File: src/rtl/core/mm4x4_pkg.sv
// Shared types and constants for the 4x4 fixed-point matrix multiplier.
`default_nettype none
package mm4x4_pkg;

  localparam int LANES = 4;
  localparam int WORD_W = 32;
  localparam int IDX_W = 2;

  localparam logic ACT_LOAD = 1'b0;
  localparam logic ACT_MUL = 1'b1;

  typedef logic signed [WORD_W-1:0] word_t;
  typedef word_t [LANES-1:0] vec_t;
  typedef vec_t [LANES-1:0] mat_t;

  typedef struct packed {
    logic we;
    logic [IDX_W-1:0] row;
    logic [IDX_W-1:0] col;
    word_t data;
  } bwr_t;

endpackage
`default_nettype wire

File: src/rtl/core/mm4x4_bstore.sv
// Register store for the right-hand matrix B with single-element writes.
`default_nettype none
module mm4x4_bstore #(
  parameter int DIM = 4
) (
  input  wire             clk,
  input  wire             rst_n,
  input  mm4x4_pkg::bwr_t wr,
  output mm4x4_pkg::mat_t bmat
);
  import mm4x4_pkg::*;

  mat_t b_r;
  logic in_range;

  assign in_range = (int'(wr.row) < DIM) && (int'(wr.col) < DIM);

  always_ff @(posedge clk) begin
    if (!rst_n) begin
      b_r <= '0;
    end else if (wr.we && in_range) begin
      b_r[wr.row][wr.col] <= wr.data;
    end
  end

  assign bmat = b_r;

endmodule
`default_nettype wire

File: config.mk
export PLATFORM = sky130hd
export DESIGN_NAME = mm4x4_bstore
export DESIGN_NICKNAME = d
export VERILOG_FILES = /design/src/rtl/core/mm4x4_pkg.sv /design/src/rtl/core/mm4x4_bstore.sv
export SDC_FILE = /design/constraint.sdc
export NUM_CORES = 1
export LEC_CHECK = 0
export BUFFER_PORTS_ARGS = -buffer_cell sky130_fd_sc_hd__buf_2
export CAP_MARGIN = 20
export CORE_AREA = 2 2 212 214
export DETAILED_ROUTE_END_ITERATION = 16
export DIE_AREA = 0 0 214 216
export PLACE_DENSITY_LB_ADDON = 0.05
export SYNTH_ARGS = -nofsm -noshare
export SYNTH_HDL_FRONTEND = slang
export SYNTH_SLANG_ARGS = --single-unit
File: constraint.sdc
create_clock -name clk -period 4.19 [get_ports clk]
set_clock_uncertainty 0.15 [all_clocks]
set_input_delay 1.0475 -clock clk [delete_from_list [all_inputs] [get_ports clk]]
set_output_delay 1.0475 -clock clk [all_outputs]
set_load 0.01 [all_outputs]
---- Word level (Yosys, flattened, before mapping) ----
Index checks and enable logic that the tools add are counted.
W data, S select, Z words.
word-level totals
  bits in registers ....................... 512
  input port bits ......................... 39
  output and inout bits ................... 512
  logic and storage cells ................. 27
cells by class
  $lt $le $gt $ge ......................... 4
  multiplexer cells ....................... 5
  reductions and logical operators ........ 2
operator list
  operator              count
  $bwmux W512           1
  $demux W128 S2        1
  $mux W128             1
  $demux W32 S2         1
  $mux W32              1
  $lt A2 B3 Y1 const B  2
  $ge A2 B1 Y1 const B  2
  $logic_and A1 B1 Y1   2

---- Logic depth before layout (Yosys ltp) ----
  depth after elaboration ................. 7
  gate-level depth with buffers ........... 5
  depth with buffers taken out ............ 3

---- Worst setup path after synthesis ----
No wires, ideal clock.
  path type ............................... input to register
  start ................................... input port wr[35] (netlist name)
  end ..................................... register b_r, in the netlist bmat[100]
  setup time .............................. 0.072 ns
  arrival time ............................ 2.035 ns
  data required time ...................... 3.968 ns
  slack ................................... 1.933 ns
  stages on the path ...................... 5
  path buffers ............................ 2
  cell sequence ........................... nor3b_1 > nor2b_1 > buf_2 > buf_4 > mux2i_1
between the ends
  longest elaborated chain between the ends .. 5
  elaborated cells on any way between the ends .. 6
  those cells by class .................... 2 x order compare; 3 x mux; 1 x reduce/logical
RTL lines
  element                                                             RTL line            source
  from (decl)                                                         mm4x4_bstore.sv:8   input mm4x4_pkg::bwr_t wr,
  $lt A2 B3 Y1 (not written as such) or $ge A2 B1 Y1 (tied branches)  mm4x4_bstore.sv:22  b_r[wr.row][wr.col] <= wr.data;
  $logic_and A1 B1 Y1 (not written as such)                           mm4x4_bstore.sv:22
  $mux W128 (not written as such)                                     mm4x4_bstore.sv:22
  $demux W128 S2 *                                                    mm4x4_bstore.sv:22
  $bwmux W512 *                                                       mm4x4_bstore.sv:22
  to (signal, indexed assignment)                                     mm4x4_bstore.sv:22
  to (decl)                                                           mm4x4_bstore.sv:13  mat_t b_r;
Mark *: on every way between the ends. The rest lies on a longest branch, timed or not.
A chain may end at the register's enable or synchronous reset.

---- Worst setup path after layout ----
  start ................................... input port wr[35] (netlist name)
  end ..................................... register b_r, in the netlist bmat[9]
The elaborated chain is that of the path after synthesis.

==> flow_summary_export.csv <==
group,metric,value,unit
logic_synthesis,synthSimpleGateAreaFrac,0.1187,
clock_network,postCtsHoldBufs,0,
worst_setup_path,cp_max_fo,22,
timing,worstMarginPinSlew,1.077,ns
drt,wl_per_cell,22.19,um
finish,multi_input_area,7376,um^2
floorplanning,start_util,0.4162,
power,ir_drop,0.0002814,V
worst_setup_path,r2r_start,"bmat[0]",
logic_synthesis,synth-seq-cells,512,
logic_synthesis,synth_fa_ha_area_frac,0,
timing,fin_tns_setup,0,ns
clock_network,cts_tree,"yes",
floorplanning,die-area,46220,um^2
finish,final-seq-area,10250,um^2
min_path,holdPathEnd,"bmat[216]",
placement,port_buffers,550,
clock_network,htree_levels,2,
logic_synthesis,synth_area,18240,um^2
timing,slew_headroom,0.2823,
drt,ant_nets,0,
timing,rsz0062_at_grt,"false",
drt,drt-initial-drc-count,821,
floorplanning,die_w,214,um
power,powerDensity,438.8,nW/um^2
clock_network,post_cts_buffers,0,
clock_network,clk_pin_slew,0.06,ns
global_routing,track_usage,0.2673,
min_path,worstHoldPathCells,2,
finish,largest_reg_flops,512,
worst_setup_path,r2r-end,"bmat[0]",
logic_synthesis,avgSynthCellArea,10.50,um^2
global_routing,grt-ovfl-total,0,
run_status,run_status,"completed",
finish,fin_nets,2267,
clock_network,clockRootBuffer,"clkbuf_16",
power,p_leak,0.01121,uW
min_path,hp-start,"bmat[216]",
finish,antenna_cells,0,
timing,fmax,395.7,MHz
timing,slew_viol_final,0,
logic_synthesis,syn_inst,1738,
drt,wirelength,63.43,mm
logic_synthesis,synth-xor-area-share,0,
logic_synthesis,synth_nets,1777,
floorplanning,design.portCount,551,
logic_synthesis,synth.area.mux_share,0.2809,
logic_synthesis,ys_warn_count,0,
floorplanning,core-area,43840,um^2
finish,stdcell_area,23140,um^2
run,maxCapViolCount,0,
global_routing,grt_max_degree,121,
clock_network,post_cts_resized,0,
clock_network,cts_max_path_buffers,3,
worst_setup_path,path_class,"in2reg",
drt,num_vias,13920,
clock_network,cts_sinks,512,
timing,setup_violations,0,
placement,dp_hpwl,43.21,mm
worst_setup_path,crit_arrival,2.80,ns
drt,viasPerCell,4.869,
global_routing,grt_pass1_wl,93.27,mm
logic_synthesis,ys_seq_area_frac,0.5618,
worst_setup_path,end_kind,"register",
min_path,hp-class,"reg2reg",
worst_setup_path,reg2reg_setup_slack,3.26,ns
clock_network,numCtsBuffers,53,
finish,drive_above_1_share,0.2982,
logic_synthesis,synth_compound_area_frac,0,
drt,drtPass1Iterations,5,
clock_network,clk_latency,0.59,ns
finish,area_delta_synth_final,26.85,%
worst_setup_path,cp.required,4.46,ns
worst_setup_path,start_kind,"primary input",
drt,drc,0,
finish,fill_cells,4099,
placement,routabilityCongestion,0.7702,
timing,hold_violations,0,
placement,dpl_cell_area,21420,um^2
global_routing,grt_pass1_vias,14020,
floorplanning,die_y,216,um
logic_synthesis,synth_cell_types,14,
logic_synthesis,synth_top_family_by_area,"multiplexers",
worst_setup_path,r2r_cells,2,
timing,finalCritPeriodShare,0.6031,
global_routing,antenna_found_initial,3,
floorplanning,placementRows,77,
timing,period_minus_slack,2.527,ns
==> Yosys cell counts <==
library cell,n,area share
buf_1,2,0.00041
buf_2,53,0.015
buf_4,24,0.0099
clkbuf_1,67,0.014
dfxtp_1,512,0.56
mux2i_1,512,0.28
nand2_1,546,0.11
nand2b_1,4,0.0014
nand3_1,1,0.00027
nand3b_1,3,0.0012
nor2_1,10,0.0021
nor2b_1,1,0.00034
nor3b_1,1,0.00041
or3_1,2,0.00069
==> cells in the final DEF (no fill, tap or decap), drive strengths merged <==
| cell type | netlist | layout |
|---|---|---|
| buf | 79 | 581 |
| nand2 | 546 | 546 |
| mux2i | 512 | 512 |
| dfxtp | 512 | 512 |
| clkbuf | 67 | 80 |
| clkinv | 0 | 11 |
| nor2 | 10 | 10 |
| nand2b | 4 | 4 |
| nand3b | 3 | 3 |
| bufinv | 0 | 3 |
| or3 | 2 | 2 |
| nand3 | 1 | 1 |
| nor3b | 1 | 1 |
| nor2b | 1 | 1 |
==> layer usage <==
layer  share of wire  GRT usage  vias to the layer above
met5         0.00069          0                        -
met4           0.033    0.08951                        6
li1                -          -                     6665
met1            0.42     0.3229                     6736
met3           0.073    0.08598                      103
met2            0.48     0.4495                      411
==> critical path: stages <==
cell and delay, ns:
buf_2 0.12, nor3b_1 0.61, nand2_2 0.49, buf_12 0.33, mux2i_1 0.15
==> report_power, final <==
| part | total [uW] | internal, uW | switching, uW |
|---|---|---|---|
| Clock | 4680 | 2730 | 1950 |
| Sequential | 4960 | 4930 | 32.3 |
| Combinational | 507 | 143 | 364 |
| Total | 10200 | 7810 | 2350 |
==> layout make-up <==
cell class	instances	area share
clock buffer	80	0.06731
timing repair buffer	581	0.1327
sequential	512	0.4429
clock inverter	14	0.006433
tap	592	0.03201
multi-input combinational	1080	0.3187
==> worst max-delay path by stage <==
| stage | from | to | slack (ns) | depth (start not counted) |
|---|---|---|---|---|
| 3_5_place_dp | wr[34] | bmat[284] | 1.08 | 4 |
| 3_3_place_gp | wr[34] | bmat[280] | 1.12 | 4 |
| 5_1_grt | wr[35] | bmat[9] | 1.63 | 5 |
| 6_report | wr[35] | bmat[9] | 1.66 | 5 |
| 2_1_floorplan | wr[35] | bmat[100] | 1.93 | 5 |
| 4_1_cts | wr[34] | bmat[284] | 1.71 | 4 |
==> metrics by stage <==
stage          std cells    util  hold WS (ns)  total power (uW)  worst slack [ns]
2_1_floorplan       1738       -        0.3290              5350             1.933
3_3_place_gp        2764  0.4886        0.2884              5577             1.118
3_5_place_dp        2764  0.4886        0.2930              5582             1.078
4_1_cts             2858  0.5275        0.3034             10250             1.714
5_1_grt             2859  0.5280        0.3137             10480             1.630
6_report            2859  0.5280        0.3025             10150             1.663
==> cells by family (layout without fill, tap and decap cells) <==
family / after synthesis / in the layout
buffers and inverters: 146 / 675
DFF: 512 / 512
muxes: 512 / 512
and+or+nand+nor: 568 / 568
Note: power is estimated with default switching activity, not from simulation.
